==> src/rtl/kda_pkg.sv <==
`default_nettype none
package kda_pkg;

  localparam int NUM_KEYS  = 16;
  localparam int CODE_W    = 6;
  localparam int OUT_W     = 7;
  localparam int COUNT_W   = 6;
  localparam int CFG_IDX_W = 2;
  localparam int CFG_DAT_W = 6;

  // Configuration register indexes
  localparam logic [CFG_IDX_W-1:0] REG_MIN_PRESS   = 2'd0;
  localparam logic [CFG_IDX_W-1:0] REG_LONG_PRESS  = 2'd1;
  localparam logic [CFG_IDX_W-1:0] REG_SINGLE_LONG = 2'd2;

  localparam logic [3:0] MIN_PRESS_RST   = 4'd2;
  localparam logic [4:0] LONG_PRESS_RST  = 5'd16;
  localparam logic [5:0] SINGLE_LONG_RST = 6'd32;

  localparam logic [CODE_W-1:0]  SHIFT_BIT   = 6'h20;
  localparam logic [OUT_W-1:0]   LONG_MARK   = 7'h40;
  localparam logic [COUNT_W-1:0] CYCLE_LOW   = 6'd33;
  localparam logic [COUNT_W-1:0] CYCLE_HIGH  = 6'd36;
  localparam logic [CODE_W-1:0]  FUNC_LOW    = 6'd3;
  localparam logic [CODE_W-1:0]  FUNC_HIGH   = 6'd8;

  typedef struct packed {
    logic [3:0] min_press_ticks;
    logic [4:0] long_press_ticks;
    logic [5:0] single_long_tick;
  } kda_cfg_t;

  typedef struct packed {
    logic             emit;
    logic [OUT_W-1:0] code;
  } kda_result_t;

  // Raw code of each key position, bit 0 first
  function automatic logic [CODE_W-1:0] key_code_of(input logic [3:0] idx);
    logic [CODE_W-1:0] c;
    unique case (idx)
      4'd0:  c = 6'h08;
      4'd1:  c = 6'h07;
      4'd2:  c = 6'h06;
      4'd3:  c = 6'h05;
      4'd4:  c = 6'h04;
      4'd5:  c = 6'h03;
      4'd6:  c = 6'h02;
      4'd7:  c = 6'h16;
      4'd8:  c = 6'h01;
      4'd9:  c = 6'h15;
      4'd10: c = 6'h12;
      4'd11: c = 6'h11;
      4'd12: c = 6'h14;
      4'd13: c = 6'h13;
      4'd14: c = 6'h17;
      4'd15: c = 6'h18;
      default: c = '0;
    endcase
    return c;
  endfunction

endpackage
`default_nettype wire

==> src/rtl/kda_encoder.sv <==
`default_nettype none
module kda_encoder (
  input  wire logic [kda_pkg::NUM_KEYS-1:0]  keys,
  input  wire logic                          shift,
  output logic      [kda_pkg::CODE_W-1:0]    code
);
  import kda_pkg::*;

  logic [CODE_W-1:0] raw;

  // Highest set bit wins: later iterations override earlier ones
  always_comb begin
    raw = '0;
    for (int i = 0; i < NUM_KEYS; i++) begin
      if (keys[i]) begin
        raw = key_code_of(4'(i));
      end
    end
  end

  assign code = (raw != '0 && shift) ? (raw | SHIFT_BIT) : raw;

endmodule
`default_nettype wire

==> src/rtl/kda_step.sv <==
`default_nettype none
module kda_step (
  input  wire logic                        clk,
  input  wire logic                        rst_n,
  input  wire logic                        adv,
  input  wire logic [kda_pkg::CODE_W-1:0]  code,
  input  wire logic                        show,
  input  wire kda_pkg::kda_cfg_t           cfg,
  output kda_pkg::kda_result_t             res
);
  import kda_pkg::*;

  logic               held_r, held_nxt;
  logic               pend_r, pend_nxt;
  logic [CODE_W-1:0]  cur_r, cur_nxt;
  logic [CODE_W-1:0]  rel_r, rel_nxt;
  logic [COUNT_W-1:0] cnt_r, cnt_nxt;
  logic [COUNT_W-1:0] cnt_inc;
  logic               repeat_tick;
  logic               is_func;

  assign cnt_inc     = (cnt_r >= CYCLE_HIGH) ? CYCLE_LOW : cnt_r + 6'd1;
  assign repeat_tick = (cnt_inc > {1'b0, cfg.long_press_ticks}) && (cnt_inc[1:0] == 2'b00);
  assign is_func     = (code >= FUNC_LOW) && (code <= FUNC_HIGH);

  always_comb begin
    held_nxt = held_r;
    pend_nxt = pend_r;
    cur_nxt  = cur_r;
    rel_nxt  = rel_r;
    cnt_nxt  = cnt_r;
    res      = '0;
    if (held_r) begin
      if (code == cur_r) begin
        cnt_nxt = cnt_inc;
        if (repeat_tick) begin
          if (is_func) begin
            // if shown, function keys fire only at single_long_tick
            if (!show || cnt_inc == cfg.single_long_tick) begin
              res.emit = 1'b1;
              res.code = {1'b0, code} | LONG_MARK;
            end
          end else begin
            res.emit = 1'b1;
            res.code = {1'b0, code};
          end
        end
      end else begin
        if (code == '0) begin
          // drop releases that are too short or too long
          if (cnt_r >= {1'b0, cfg.long_press_ticks} ||
              cnt_r < {2'b00, cfg.min_press_ticks}) begin
            held_nxt = 1'b0;
          end else begin
            rel_nxt  = cur_r;
            pend_nxt = 1'b1;
          end
        end else begin
          cur_nxt = code;
        end
        cnt_nxt = '0;
      end
    end else if (code != '0) begin
      cur_nxt  = code;
      held_nxt = 1'b1;
      cnt_nxt  = '0;
    end

    if (held_nxt && pend_nxt && rel_nxt != '0 && !res.emit) begin
      held_nxt = 1'b0;
      pend_nxt = 1'b0;
      res.emit = 1'b1;
      res.code = {1'b0, rel_nxt};
    end
  end

  always_ff @(posedge clk) begin
    if (!rst_n) begin
      held_r <= 1'b0;
      pend_r <= 1'b0;
      cur_r  <= '0;
      rel_r  <= '0;
      cnt_r  <= '0;
    end else if (adv) begin
      held_r <= held_nxt;
      pend_r <= pend_nxt;
      cur_r  <= cur_nxt;
      rel_r  <= rel_nxt;
      cnt_r  <= cnt_nxt;
    end
  end

endmodule
`default_nettype wire

==> src/rtl/keypad_debounce_autorepeat.sv <==
// Keypad debounce and auto-repeat.
// Input channel (in_valid/in_stall): one transaction per scan tick carrying
// the 16-key pressed map, the shift key and the display show state.
// Result channel (out_valid/out_stall): zero or one key code per tick; bit 5
// marks shift, bit 6 marks a long press of a function key.
// Config channel (cfg_valid/cfg_ready): index 0 min press ticks, 1 long press
// ticks, 2 single long tick; ready is always high, write only while idle.
// A tick taken into the input register is stepped through the encoder and
// hold tracker, and any result it yields is loaded into the output register.
// Throughput: one tick per cycle unless the receiver stalls with a result
// pending, set by the state update of the hold tracker.
// Reset clears the hold state and both pipeline registers and loads the
// default config. When the receiver stalls with a result pending, the input
// register holds and in_stall rises; ticks with no result still pass.
`default_nettype none
module keypad_debounce_autorepeat (
  input  wire logic                             clk,
  input  wire logic                             rst_n,
  input  wire logic                             in_valid,
  output logic                                  in_stall,
  input  wire logic [kda_pkg::NUM_KEYS-1:0]     in_keys_pressed,
  input  wire logic                             in_shift_pressed,
  input  wire logic                             in_lcd_show_state,
  output logic                                  out_valid,
  input  wire logic                             out_stall,
  output logic      [kda_pkg::OUT_W-1:0]        out_key_code,
  input  wire logic                             cfg_valid,
  output logic                                  cfg_ready,
  input  wire logic [kda_pkg::CFG_IDX_W-1:0]    cfg_index,
  input  wire logic [kda_pkg::CFG_DAT_W-1:0]    cfg_data
);
  import kda_pkg::*;

  kda_cfg_t              cfg_r;
  logic                  s1_valid_r;
  logic [NUM_KEYS-1:0]   s1_keys_r;
  logic                  s1_shift_r;
  logic                  s1_show_r;
  logic                  out_valid_r;
  logic [OUT_W-1:0]      out_code_r;
  logic [CODE_W-1:0]     code;
  kda_result_t           res;
  logic                  out_free;
  logic                  s1_adv;

  assign cfg_ready = 1'b1;

  always_ff @(posedge clk) begin
    if (!rst_n) begin
      cfg_r.min_press_ticks  <= MIN_PRESS_RST;
      cfg_r.long_press_ticks <= LONG_PRESS_RST;
      cfg_r.single_long_tick <= SINGLE_LONG_RST;
    end else if (cfg_valid && cfg_ready) begin
      unique case (cfg_index)
        REG_MIN_PRESS:   cfg_r.min_press_ticks  <= cfg_data[3:0];
        REG_LONG_PRESS:  cfg_r.long_press_ticks <= cfg_data[4:0];
        REG_SINGLE_LONG: cfg_r.single_long_tick <= cfg_data;
        default: ;
      endcase
    end
  end

  // Output slot can load when empty or being drained this cycle
  assign out_free = !out_valid_r || !out_stall;
  assign s1_adv   = s1_valid_r && (out_free || !res.emit);
  assign in_stall = s1_valid_r && !s1_adv;

  always_ff @(posedge clk) begin
    if (!rst_n) begin
      s1_valid_r <= 1'b0;
    end else if (!in_stall) begin
      s1_valid_r <= in_valid;
    end
  end

  always_ff @(posedge clk) begin
    if (in_valid && !in_stall) begin
      s1_keys_r  <= in_keys_pressed;
      s1_shift_r <= in_shift_pressed;
      s1_show_r  <= in_lcd_show_state;
    end
  end

  kda_encoder u_encoder (
    .keys  (s1_keys_r),
    .shift (s1_shift_r),
    .code  (code)
  );

  kda_step u_step (
    .clk   (clk),
    .rst_n (rst_n),
    .adv   (s1_adv),
    .code  (code),
    .show  (s1_show_r),
    .cfg   (cfg_r),
    .res   (res)
  );

  always_ff @(posedge clk) begin
    if (!rst_n) begin
      out_valid_r <= 1'b0;
    end else if (s1_adv && res.emit) begin
      out_valid_r <= 1'b1;
    end else if (!out_stall) begin
      out_valid_r <= 1'b0;
    end
  end

  always_ff @(posedge clk) begin
    if (s1_adv && res.emit) begin
      out_code_r <= res.code;
    end
  end

  assign out_valid    = out_valid_r;
  assign out_key_code = out_code_r;

endmodule
`default_nettype wire

==> config.mk <==
export PLATFORM = sky130hd
export DESIGN_NAME = keypad_debounce_autorepeat
export DESIGN_NICKNAME = d
export VERILOG_FILES = /design/src/rtl/kda_pkg.sv /design/src/rtl/kda_encoder.sv /design/src/rtl/kda_step.sv /design/src/rtl/keypad_debounce_autorepeat.sv
export SDC_FILE = /design/constraint.sdc
export NUM_CORES = 1
export LEC_CHECK = 0
export ABC_AREA = 0
export BUFFER_PORTS_ARGS = -buffer_cell sky130_fd_sc_hd__buf_4
export CAP_MARGIN = 0
export CORE_MARGIN = 2
export CORE_UTILIZATION = 50
export CTS_CLUSTER_SIZE = 24
export DETAILED_ROUTE_END_ITERATION = 10
export GPL_TIMING_DRIVEN = 0
export PLACE_DENSITY = 0.81
export SYNTH_ARGS = -nofsm -noshare
export SYNTH_HDL_FRONTEND = slang
export SYNTH_SLANG_ARGS = --single-unit
==> constraint.sdc <==
create_clock -name clk -period 3.3 [get_ports clk]
set_input_delay 0 -clock clk [delete_from_list [all_inputs] [get_ports clk]]
set_output_delay 0 -clock clk [all_outputs]
set_load 0.05 [all_outputs]
---- Yosys cells after proc, flatten, opt, wreduce, memory -nomap -nowiden ----
Cells that the tools add are included.
cells by class
  add/subtract/negate cells ............... 1
  magnitude comparators ................... 6
  eq/ne operators ......................... 7
  multiplexer cells ....................... 48
  bitwise gates (word level) .............. 4
  reduce and logical (&&, ||, !) cells .... 34
operators with widths
  operator                                                                             number
  6-bit two-way mux                                                                    28
  8-bit two-way mux                                                                    6
  6-bit nonzero test                                                                   3
  1-bit two-way mux                                                                    13
  6-bit equality test                                                                  2
  1-bit logical AND                                                                    10
  2-bit AND reduction                                                                  4
  1-bit logical NOT                                                                    7
  6-bit by 1-bit adder with 6-bit output, second input constant                        1
  6-bit by 2-bit greater-or-equal comparator with 1-bit output, second input constant  1
  6-bit by 5-bit greater-or-equal comparator with 1-bit output                         1
  6-bit greater-or-equal comparator, second input constant                             1
  6-bit by 5-bit > comparator with 1-bit output                                        1
  6-bit by 4-bit <= comparator with 1-bit output, second input constant                1
  6-bit logical NOT                                                                    1
  6-bit by 4-bit less-than comparator with 1-bit output                                1
  5-bit OR reduction                                                                   1
  2-bit logical NOT                                                                    2
  1-bit logical OR                                                                     4
  4-bit two-way mux                                                                    1
  2-bit != test, second input constant                                                 2
  1-bit NOT                                                                            4
  4-bit AND reduction                                                                  1
  2-bit by 1-bit equality test with 1-bit output, second input constant                1
  other kinds (3)                                                                      3
word-level totals
  register bits ........................... 62
  bits of input ports ..................... 31
  output and inout port bits .............. 10

---- Logic depth before layout (Yosys ltp) ----
Gate-level depths: netlist of the first run.
  depth in word-level cells ............... 35
  mapped depth ............................ 14
  gate-level depth less buffers ........... 13

---- Cells and area by module ----
From an unflattened synthesis of the first run, not the netlist that was laid out.
unflattened totals
  cell total of the unflattened synthesis .. 323
  area, all modules ....................... 3,311.9 µm²
by module, submodules not included
  module                      instances  cells each  area each (µm²)
  kda_step                    1          191         1,617.8
  keypad_debounce_autorepeat  1          97          1,468.9
  kda_encoder                 1          35          225.2

---- Worst setup path before layout of the first run ----
OpenSTA, ideal clock, no wires.
  kind .................................... reg2reg
  start ................................... register u_step.cnt_r[0]
  end ..................................... register s1_keys_r[0] (enable)
  setup time .............................. 378 ps
  arrival ................................. 3,919 ps
  required time ........................... 2,922 ps
  slack ................................... -996 ps
  stages on the path, launching flop included .. 13
  buffers on the path ..................... 0
  clock period less this slack ............ 4,296 ps
  path through ............................ dfxtp_1 > ha_1 > or4b_2 > o21ai_0 > ha_1 > nand3_1 > o22ai_1 > a21o_1 > a211oi_1 > nor4b_4 > inv_2 > a211oi_2 > nor2b_1
between the ends
  word-level cells in the longest chain between the ends .. 19
  elaborated cells on any way between the ends .. 41
  classes of those cells .................. 1 x add/sub; 4 x order compare; 1 x eq/ne; 19 x mux; 16 x reduce/logical
RTL lines
  item                                                                                             line                              RTL
  start, declared                                                                                  kda_step.sv:17                    logic [COUNT_W-1:0] cnt_r, cnt_nxt;
  start signal, assigned                                                                           kda_step.sv:89                    cnt_r <= cnt_nxt;
  parallel branches: the longest is 11 deep, another holds 6-bit by 1-bit adder with 6-bit output  n/a
  8-bit two-way mux (*)                                                                            kda_step.sv:69                    if (held_nxt && pend_nxt && rel_nxt != '0 && !res.emit) begin
  1-bit logical NOT (*)                                                                            keypad_debounce_autorepeat.sv:65  assign s1_adv = s1_valid_r && (out_free || !res.emit);
  1-bit logical OR (*)                                                                             keypad_debounce_autorepeat.sv:65
  1-bit logical AND (*)                                                                            keypad_debounce_autorepeat.sv:65
  1-bit logical NOT (*)                                                                            keypad_debounce_autorepeat.sv:66  assign in_stall = s1_valid_r && !s1_adv;
  1-bit logical AND (*)                                                                            keypad_debounce_autorepeat.sv:66
  net in_stall                                                                                     keypad_debounce_autorepeat.sv:20  output logic in_stall,
  1-bit logical NOT (*)                                                                            keypad_debounce_autorepeat.sv:77  if (in_valid && !in_stall) begin
  1-bit logical AND (*)                                                                            keypad_debounce_autorepeat.sv:77
  end signal, assigned                                                                             keypad_debounce_autorepeat.sv:78  s1_keys_r <= in_keys_pressed;
  end, declared                                                                                    keypad_debounce_autorepeat.sv:36  logic [NUM_KEYS-1:0] s1_keys_r;
Mark *: on every way through the listed nets, which the timed path passes.
A chain may end at the register's enable or synchronous reset.

---- Final worst setup path of the first run ----
  start ................................... register s1_keys_r[13]
  end ..................................... register s1_keys_r[2] (enable)
between the ends
  word-level cells in the longest chain between the ends .. 22
  elaborated cells on any way between the ends .. 39
  classes of those cells .................. 2 x order compare; 1 x eq/ne; 19 x mux; 17 x reduce/logical
RTL lines
  item                                                                                                                            line                              RTL
  6-bit two-way mux (*) (3 in series)                                                                                             kda_encoder.sv:15                 if (keys[i]) begin
  6-bit nonzero test                                                                                                              kda_encoder.sv:21                 assign code = (raw != '0 && shift) ? (raw | SHIFT_BIT) : raw;
  1-bit logical AND                                                                                                               kda_encoder.sv:21
  6-bit two-way mux (*)                                                                                                           kda_encoder.sv:21
  6-bit by 2-bit greater-or-equal comparator with 1-bit output or 6-bit by 4-bit <= comparator with 1-bit output (tied branches)  kda_step.sv:24                    assign is_func = (code >= FUNC_LOW) && (code <= FUNC_HIGH);
  1-bit logical AND                                                                                                               kda_step.sv:24
  8-bit two-way mux                                                                                                               kda_step.sv:37                    if (is_func) begin
  8-bit two-way mux                                                                                                               kda_step.sv:36                    if (repeat_tick) begin
  [... 4 more ...]                                                                                                                n/a
  8-bit two-way mux (*)                                                                                                           kda_step.sv:69
  1-bit logical NOT (*)                                                                                                           keypad_debounce_autorepeat.sv:65
  1-bit logical OR (*)                                                                                                            keypad_debounce_autorepeat.sv:65
  1-bit logical AND (*)                                                                                                           keypad_debounce_autorepeat.sv:65
  1-bit logical NOT (*)                                                                                                           keypad_debounce_autorepeat.sv:66
  1-bit logical AND (*)                                                                                                           keypad_debounce_autorepeat.sv:66
  1-bit logical NOT (*)                                                                                                           keypad_debounce_autorepeat.sv:77
  1-bit logical AND (*)                                                                                                           keypad_debounce_autorepeat.sv:77
Mark *: on every way between the ends. The rest lies on a longest branch, timed or not.

==> metrics.txt, run 1 <==
Achievable Freq 301 MHz; fin. max-slew vios 0; Hold Path Class in -> reg; Setup violations, final 16; Skew-Pair Late Insertion Delay 350 ps; RSZ-0062 raised after global routing true; WP depth 11; outcome complete, but fails checks; pin count of the biggest net entering global routing 17; global-route wire length before repair 13800 um; pwr dens 349 nW/um^2; synthesized area per cell 9.95 um^2; crit path launch s1_keys_r[13]; R2R Path End s1_keys_r[2]; Worst Tran Pin Value 835 ps; vias in the first global route 2889; Max clock buf depth 2; WL final 8620 um; Mapped Nets 396; Area after DPL 3950 um^2; Antenna Cells 0; fill count 489; final worst slack -21.1 ps; layout cells sized above 1 27.5%; Max-Cap Viols 0; DRC 0; Max stage delay on crit path 480 ps; total grt overflow 0; DRT Pass-1 Iters 4; core area 6760 um^2; post-synthesis sequential area ratio 42.8%; CTS tree done; io pins 41; H-tree levels 3; DIE AREA 7650 um^2; GP Congestion 0.877; # port buffers 38; Cell Chain, Critical Path or2_1, nor4_2, a211oi_2, o31ai_2, xnor2_2, nor4b_4, inv_2, a211oi_4, buf_6, nor2b_4, buf_12; post-synthesis register bit count 62; CP startpoint kind flip-flop; Main synth FF type dfxtp_1; most frequent cells in the layout buf_4, nand2_1, dfxtp_1, mux2i_1, nor2_1; overall fraction of global-route tracks in use 23.7%; vias per cell 5.76; Cells after Synth 350; CP Data Required Time 3410 ps; final net count 484; Cells on Worst Hold Path 3; Cell Area, Synth 3480 um^2; CP Capture Type flip-flop; failing checks setup timing; R2R Setup Slk -20 ps; area delta synth->final 34.1%; Worst-path clk slew 80 ps; leakage power 0.00186 uW; relative max-transition margin 44.2%; Final Util 69.1%; Post-synth EDFFs 25; post-layout min period 3320 ps; Reg2Reg Depth 11; Top delay family on crit path simple AND/OR/NAND/NOR gates; CP bufs+invs 3; Async SR Flop Fraction 0%; Routed WL per cell 16.5 um; Starting Density 51.5%; Die W 87.5 um; final hold violations 0; CP arrival 3430 ps; Worst Clk Skew 8.91 ps; via count 3014; Post-DRT Antenna Nets 0; Final Cell Area 4670 um^2; initial antenna violation count 0; Die Y 87.5 um; initial DRC count 191; CTS buffer count 9; commonest non-fill, non-tap cell in the layout buf_4; reg-to-reg startpoint s1_keys_r[13]; Slowest-stage cell, CP edfxtp_1; Netlist cell types 71; synth warn 0; Root Buffer clkbuf_8; maximum vdd drop 0.293 mV; clk sinks 62; crit path capture s1_keys_r[2]; DP Wirelength 5800 um; critical path fanouts, max 16; CP Class reg -> reg; final period utilization 101%; cell row count 30
repair_timing:
| action | in CTS | in global routing |
|---|---|---|
| pin swaps | 7 | 6 |
| cloned | 0 | 0 |
| gates resized for setup | 21 | 10 |
| hold buffers | 25 | 0 |
| hold endpoints to repair | 34 | 0 |
| endpoints found under the setup margin | 33 | 53 |
| setup buffers | 11 | 3 |
synth_stat cells (all sizes together), types with 6 or more instances:
cell,instances,area share (%)
a21oi,12,1.7
nand2,34,3.7
a211oi,6,1.6
dfxtp,37,21
mux2i,32,9.2
edfxtp,25,22
nor3,11,1.9
nand3,12,2.0
o21ai,14,2.0
ha,15,5.4
nor2,31,3.6
clkbuf,9,0.97
inv,18,1.9
routing by layer:
metal | routed length [um] | share of wire [%] | GRT usage (%) | vias to the layer above
met4 | 114 | 1.3 | 8.95 | 0
met3 | 486 | 5.6 | 4.64 | 11
met1 | 3760 | 44 | 30.1 | 1431
met5 | 0 | 0 | 0 | -
li1 | - | - | - | 1469
met2 | 4260 | 49 | 39.7 | 103
where the power goes:
group / total [uW] / leakage [uW] / internal, uW / switching (uW)
clock: 588 / 0.0000868 / 273 / 315
combinational: 193 / 0.00121 / 97.4 / 95.2
sequential: 850 / 0.000559 / 820 / 30.2
through the flow:
step / power (uW) / cells / TNS (ps) / hold WS (ps) / setup WS [ps]
6_report: 1630 / 523 / -216 / 62.1 / -21.1
5_1_grt: 1690 / 523 / -3830 / 89.4 / -154
4_1_cts: 1630 / 520 / -0.927 / 49.7 / -0.927
3_5_place_dp: 1020 / 468 / -7370 / 179 / -613
3_3_place_gp: 1010 / 468 / -5010 / 178 / -460
2_1_floorplan: 958 / 350 / -1820 / 98.9 / -75.8
registers in the layout, summed over array words and instances (netlist names):
signal / cells
out_valid: 1
u_step.cnt_r: 6
u_step.rel_r: 6
s1_valid_r: 1
out_key_code: 7
u_step.pend_r: 1
s1_shift_r: 1
s1_keys_r: 16
u_step.cur_r: 6
u_step.held_r: 1
cfg_r: 15
s1_show_r: 1
worst min path at each step:
| stage | from | endpoint | slack [ps] |
|---|---|---|---|
| detailed placement | in_keys_pressed[8] | s1_keys_r[8] | 180 |
| CTS | out_stall | out_valid | 50 |
| global route | out_stall | out_valid | 90 |
| global placement | in_keys_pressed[13] | s1_keys_r[13] | 180 |
| finish | out_stall | out_valid | 60 |
| floorplan | in_keys_pressed[0] | s1_keys_r[0] | 100 |
logic make-up (layout without fill, tap and decap cells):
family	count (synthesis)	after routing	synth area share [%]
adders and majority gates	15	15	5.39
DFF	62	62	42.8
xor gates and xnor gates	7	7	1.98
AOI/OAI and AO/OA	75	75	16.4
muxes	34	34	9.85
buffers and inverters	29	122	3.27
and+or+nand+nor	127	127	20.2
other	1	1	0.108
cell type report:
cell class	count	area, um^2	area share, %
tap	80	100	2.14
timing repair buffer	77	673	14.4
inverter	18	67.6	1.45
sequential	62	1500	32.2
clock inverter	7	51.3	1.10
multi-input combinational	259	2070	44.4
buffer	11	76.3	1.63
clock buffer	9	124	2.65
tightest hold or removal path, cell delays in order:
cell and delay [ps]:
buf_4 130, nand2_1 140, a21oi_1 80
(Power assumes the default switching activity.)
==> run 2, diff against run 1 <==
- CORE_UTILIZATION: 50 -> 53
- PLACE_DENSITY: 0.81 -> 0.84
==> run 2 against run 1 <==
  * The flow now finishes without violations
  * Global-route usage is 1.7 points higher
  * Non-clock buffer count rose by 9
  * Clock skew shrank 5.9 ps
  * Routed wire length increased by 6.4%
  * Via count increased by 3.9%
  * Cell area up 3.2%
  * Critical path depth increased by 3
  * First-iteration DRC count increased by 21%
  * Clock power is 36% higher
==> metrics.txt, run 2 (same netlist as run 1, synthesis figures left out) <==
logic gate share of total power 10.9% (-0.9 points); Hold Path Class in -> reg; GR Util met3 4.77% (+0.12 points); Max clock buf depth 2 (unchanged); Seq pwr share 45.9% (-6.2 points); Final Hold Slack 43.2 ps (-18.9 ps); pwr dens 384 nW/um^2 (+9.9%); io pins 41 (unchanged); outcome finished, final reports clean; WL final 9170 um (+6.4%); Skew-Pair Late Insertion Delay 350 ps (about the same); CP Capture Type flip-flop; area delta synth->final 38.4%; Sequential cell area 1500 um^2 (about the same); Antenna Cells 0 (unchanged); overall fraction of global-route tracks in use 25.4% (+1.7 points); total grt overflow 0 (unchanged); final hold violations 0 (unchanged); pin count of the biggest net entering global routing 19 (+2); maximum vdd drop 0.320 mV (+9.3%); RSZ-0062 raised after global routing true; CP arrival 3510 ps (+80 ps); initial antenna violation count 0 (unchanged); core area 6350 um^2 (-6.0%); Largest Register s1_keys_r; critical path fanouts, max 7 (-9); Worst Tran Pin Value 855 ps (+20.4 ps); Achievable Freq 305 MHz (+1.3%); DP Wirelength 5720 um (-1.5%); met1 GRT Util 32.3% (+2.2 points); gr busiest metal met2; Starting Density 54.8% (+3.3 points); leakage power 0.00194 uW (+4.4%); final net count 493 (+1.9%); # port buffers 38 (unchanged); via count 3131 (+3.9%); Clk pwr share 43.1% (+7.0 points); fill count 398 (-19%); CP startpoint kind flip-flop; GP Congestion 0.888 (+1.3%); fin. max-slew vios 0 (unchanged); sw power 428 uW (-2.8%); post-layout min period 3280 ps (-43.9 ps); Max-Cap Viols 0 (unchanged); cell row count 29 (-3.3%); vias in the first global route 3038 (+5.2%); CTS tree done; Worst Clk Skew 3.03 ps (-5.88 ps); max reg flops 16 (unchanged); Die W 85.1 um (-2.7%); DRC 0 (unchanged); Worst-path clk slew 70 ps (about the same); Routed WL per cell 17.3 um (+5.2%); most frequent cells in the layout buf_4, nand2_1, dfxtp_1, mux2i_1, nor2_1; final period utilization 99.3% (-1.3 points); CP Class reg -> reg; internal power 1420 uW (+20%); relative max-transition margin 42.9% (-1.4 points); Area after DPL 3940 um^2 (about the same); Final Cell Area 4820 um^2 (+3.2%); Root Buffer clkbuf_8; vias per cell 5.92 (+2.7%); global-route wire length before repair 14500 um (+4.8%); Die Y 85.1 um (-2.7%); Setup violations, final 0 (-16); CP Data Required Time 3540 ps (+130 ps); H-tree levels 3 (unchanged); area of the multi-input gates 2090 um^2 (+0.78%); total negative slack 0 ps (+216 ps); Global Route met2 Usage 42.0% (+2.2 points); CTS buffer count 9 (unchanged); Post-DRT Antenna Nets 0 (unchanged); commonest non-fill, non-tap cell in the layout buf_4; initial DRC count 231 (+21%); layout cells sized above 1 29.9% (+2.3 points); DIE AREA 7230 um^2 (-5.4%); Sw Ratio 23.1% (-3.9 points); clk sinks 62 (unchanged); DRT Pass-1 Iters 5 (+1); Final Util 75.9% (+6.8 points)
## run 2: changes by cell type in the layout (fill, tap and decap cells not counted), sizes merged
cell    previous run  this run
clkbuf            18        17
bufinv             0         3
buf               54        65
clkinv             6         2
## run 2: final timing paths
path                                      start               to  slack, ps  cells after the start
worst min register to register  u_step.rel_r[4]  u_step.rel_r[4]        490                      2
worst max-delay path            u_step.cnt_r[0]    u_step.pend_r         20                     14
worst max register to register  u_step.cnt_r[0]    u_step.pend_r         20                     14
worst min-delay path                  out_stall  u_step.rel_r[5]         40                      3
## run 2: repair_timing
item,4_1_cts,5_1_grt
hold endpoints to repair,34,0
pin swaps,4,10
hold buffers,25,0
setup endpoints to repair,31,53
resized for setup,9,32
buffers inserted,10,14
## run 2: cell type report
type	count	area share, %
inverters	18	1.40
clock buffers	10	2.65
multi-input cells	259	43.4
plain buffers	11	1.40
well taps	77	2.00
clock inverters	6	2.28
repair buffers	86	15.7
flip-flops and latches	62	31.2
## run 2: metrics by stage
stage / power, uW / cells / setup slack, ps
after global placement: 1010 / 465 / -457
final: 1850 / 529 / 22.7
after floorplan: 958 / 350 / -75.8
after CTS: 1840 / 516 / 13.3
after global routing: 1910 / 529 / -36.0
after detailed placement: 1020 / 465 / -646
## run 2: layer usage
metal / vias up / wire, um
li1: 1482 / -
met1: 1517 / 3920
met2: 114 / 4580
met3: 18 / 474
met4: 0 / 202
met5: - / 0
## run 2: worst max-delay path: stages (launching register included)
cell and delay (ps):
dfxtp_4 400, ha_4 160, or4b_4 480, o21ai_4 100
ha_4 150, o21a_1 130, o21ai_1 60, a21o_1 170
a211oi_2 280, nor4b_4 340, buf_4 190, o311a_4 230
nor3_4 60, buf_12 170, o221a_1 240
## run 2: power groups by stage
stage                     Sequential, uW  Clock [uW]  Combinational (uW)
after floorplan                      857           0                 101
final                                850         798                 203
after detailed placement             864           0                 154
after global routing                 852         837                 219
after CTS                            847         804                 184
after global placement               862           0                 149
==> run 3, diff against run 2 <==
- CORE_MARGIN: 2 -> default
==> run 3 against run 2 <==
  * The flow now finishes with violations (setup timing)
  * Register-to-register slack worse by 70 ps
  * Clock-buffer cell count is 3 higher
  * Non-clock buffer count is the same
  * Final cell count is the same
  * First-iteration DRC count grew 56%
  * Hold slack better by 33 ps
  * Via count up 1.8%
  * Routed wire length rose by 3.6%
  * Combinational power hardly changed
  * Flip-flop and latch count is the same
  * Sequential share of layout area up 0.35 points
==> metrics.txt, run 3 (same netlist as run 1, synthesis figures left out) <==
fin. max-slew vios 0 (unchanged); vias in the first global route 3100 (+2.0%); RSZ-0062 raised after global routing true; H-tree levels 3 (unchanged); CP Capture Type flip-flop; GP Congestion 0.928 (+4.6%); CTS buffer count 9 (unchanged); R2R Path End u_step.pend_r; DIE AREA 6900 um^2 (-4.6%); maximum vdd drop 0.285 mV (-11%); Reg2Reg Depth 14 (unchanged); io pins 41 (unchanged); max reg flops 16 (unchanged); post-layout min period 3340 ps (+66.5 ps); final net count 493 (unchanged); pwr dens 377 nW/um^2 (-1.8%); Routed WL per cell 18.0 um (+3.6%); vias per cell 6.02 (+1.8%); reg-to-reg startpoint u_step.cnt_r[0]; Largest Register s1_keys_r; fill count 385 (-3.3%); Worst-path clk slew 60 ps (about the same); CP Data Required Time 3530 ps (about the same); CP Class reg -> reg; CTS tree done; final period utilization 101% (+2.0 points); layout cells sized above 1 29.0% (-0.88 points); relative max-transition margin 44.7% (+1.8 points); total grt overflow 0 (unchanged); Root Buffer clkbuf_8; Die W 83.1 um (-2.4%); total power 1800 uW (-2.8%); via count 3186 (+1.8%); Skew-Pair Late Insertion Delay 350 ps (about the same); Post-DRT Antenna Nets 0 (unchanged); Final Util 75.2% (-0.77 points); Starting Density 54.8% (unchanged); Antenna Cells 0 (unchanged); final hold violations 0 (unchanged); pin count of the biggest net entering global routing 19 (unchanged); DP Wirelength 5810 um (+1.6%); outcome complete, but fails checks; Max clock buf depth 2 (unchanged); overall fraction of global-route tracks in use 27.5% (+2.1 points); area delta synth->final 37.0%; crit path launch u_step.cnt_r[0]; global-route wire length before repair 14900 um (+2.7%); commonest non-fill, non-tap cell in the layout buf_4; leakage power 0.00193 uW (-0.72%); critical path fanouts, max 6 (-1); Setup violations, final 20 (+20); Die Y 83.1 um (-2.4%); Achievable Freq 299 MHz (-2.0%); clk sinks 62 (unchanged); # port buffers 38 (unchanged); initial antenna violation count 0 (unchanged); Max-Cap Viols 0 (unchanged); Hold Path Class in -> reg; initial DRC count 361 (+56%); Worst Clk Skew 9.53 ps (+6.50 ps); cell row count 29 (unchanged); failing checks setup timing; CP startpoint kind flip-flop; core area 6350 um^2 (unchanged); DRC 0 (unchanged); crit path capture u_step.pend_r; hold_sp cfg_index[1]; final worst slack -43.8 ps (-66.5 ps); CP arrival 3580 ps (+70 ps); Worst Tran Pin Value 824 ps (-31.4 ps); DRT Pass-1 Iters 5 (unchanged); R2R Setup Slk -40 ps (-70 ps); most frequent cells in the layout buf_4, nand2_1, mux2i_1, dfxtp_1, nor2_1; WL final 9500 um (+3.6%)
==> run 3: power by group <==
part / switching [uW] / total (uW) / internal, uW / leakage, uW
Sequential: 29.3 / 850 / 820 / 0.000560
Clock: 298 / 746 / 448 / 0.000108
Combinational: 103 / 203 / 101 / 0.00126
Total: 430 / 1800 / 1370 / 0.00193
==> run 3: layer usage <==
| metal | part of all wire (%) | GRT usage (%) | up-vias | wire [um] |
|---|---|---|---|---|
| met1 | 41 | 34.9 | 1504 | 3870 |
| met3 | 7.7 | 7.46 | 48 | 727 |
| met4 | 3.9 | 13.9 | 0 | 372 |
| met2 | 48 | 43.3 | 156 | 4540 |
| li1 | - | - | 1478 | - |
| met5 | 0 | 0 | - | 0 |
==> run 3: worst min-delay path by stage <==
stage	to	depth (start not counted)
floorplan	s1_keys_r[0]	0
global placement	s1_keys_r[7]	1
detailed placement	s1_keys_r[2]	1
CTS	u_step.rel_r[5]	3
global route	u_step.rel_r[5]	3
finish	cfg_r[12]	3
==> run 3: layout make-up <==
cell class	instances	area [um^2]	area share, %
clock inverters	3	68.8	1.44
well taps	77	96.3	2.02
repair buffers	86	749	15.7
multi-input cells	259	2060	43.3
plain buffers	11	71.3	1.49
clock buffers	13	149	3.12
flip-flops and latches	62	1510	31.5
inverters	18	67.6	1.42
==> run 3: critical path, cell delays in order, from the launching register on <==
cell and delay [ps]:
dfxtp_4 390, ha_4 170, or4b_4 490, o21ai_4 100
ha_4 240, nand3_1 80, o22ai_1 70, a21o_1 170
a211oi_2 260, nor4b_4 350, buf_4 190, o311a_4 230
nor3_4 60, buf_12 180, o221a_1 240
==> run 3: stage by stage <==
step | instances | area (um^2) | setup TNS, ps | hold WS (ps) | setup slack, ps
final | 529 | 4770 | -357 | 76.2 | -43.8
after global routing | 529 | 4770 | -3110 | 79.1 | -128
after CTS | 514 | 4550 | 0 | 62.1 | 14.9
after detailed placement | 465 | 3940 | -6300 | 179 | -528
after global placement | 465 | 3940 | -4550 | 179 | -448
after floorplan | 350 | 3560 | -1820 | 98.9 | -75.8
==> run 3: timing repair <==
item                                    4_1_cts  5_1_grt
endpoints found under the setup margin       27       53
hold endpoints to repair                     34        0
hold buffers                                 25        0
pin swaps                                     4        9
gates resized for setup                       9       25
cloned                                        0        0
buffers inserted                              8       18
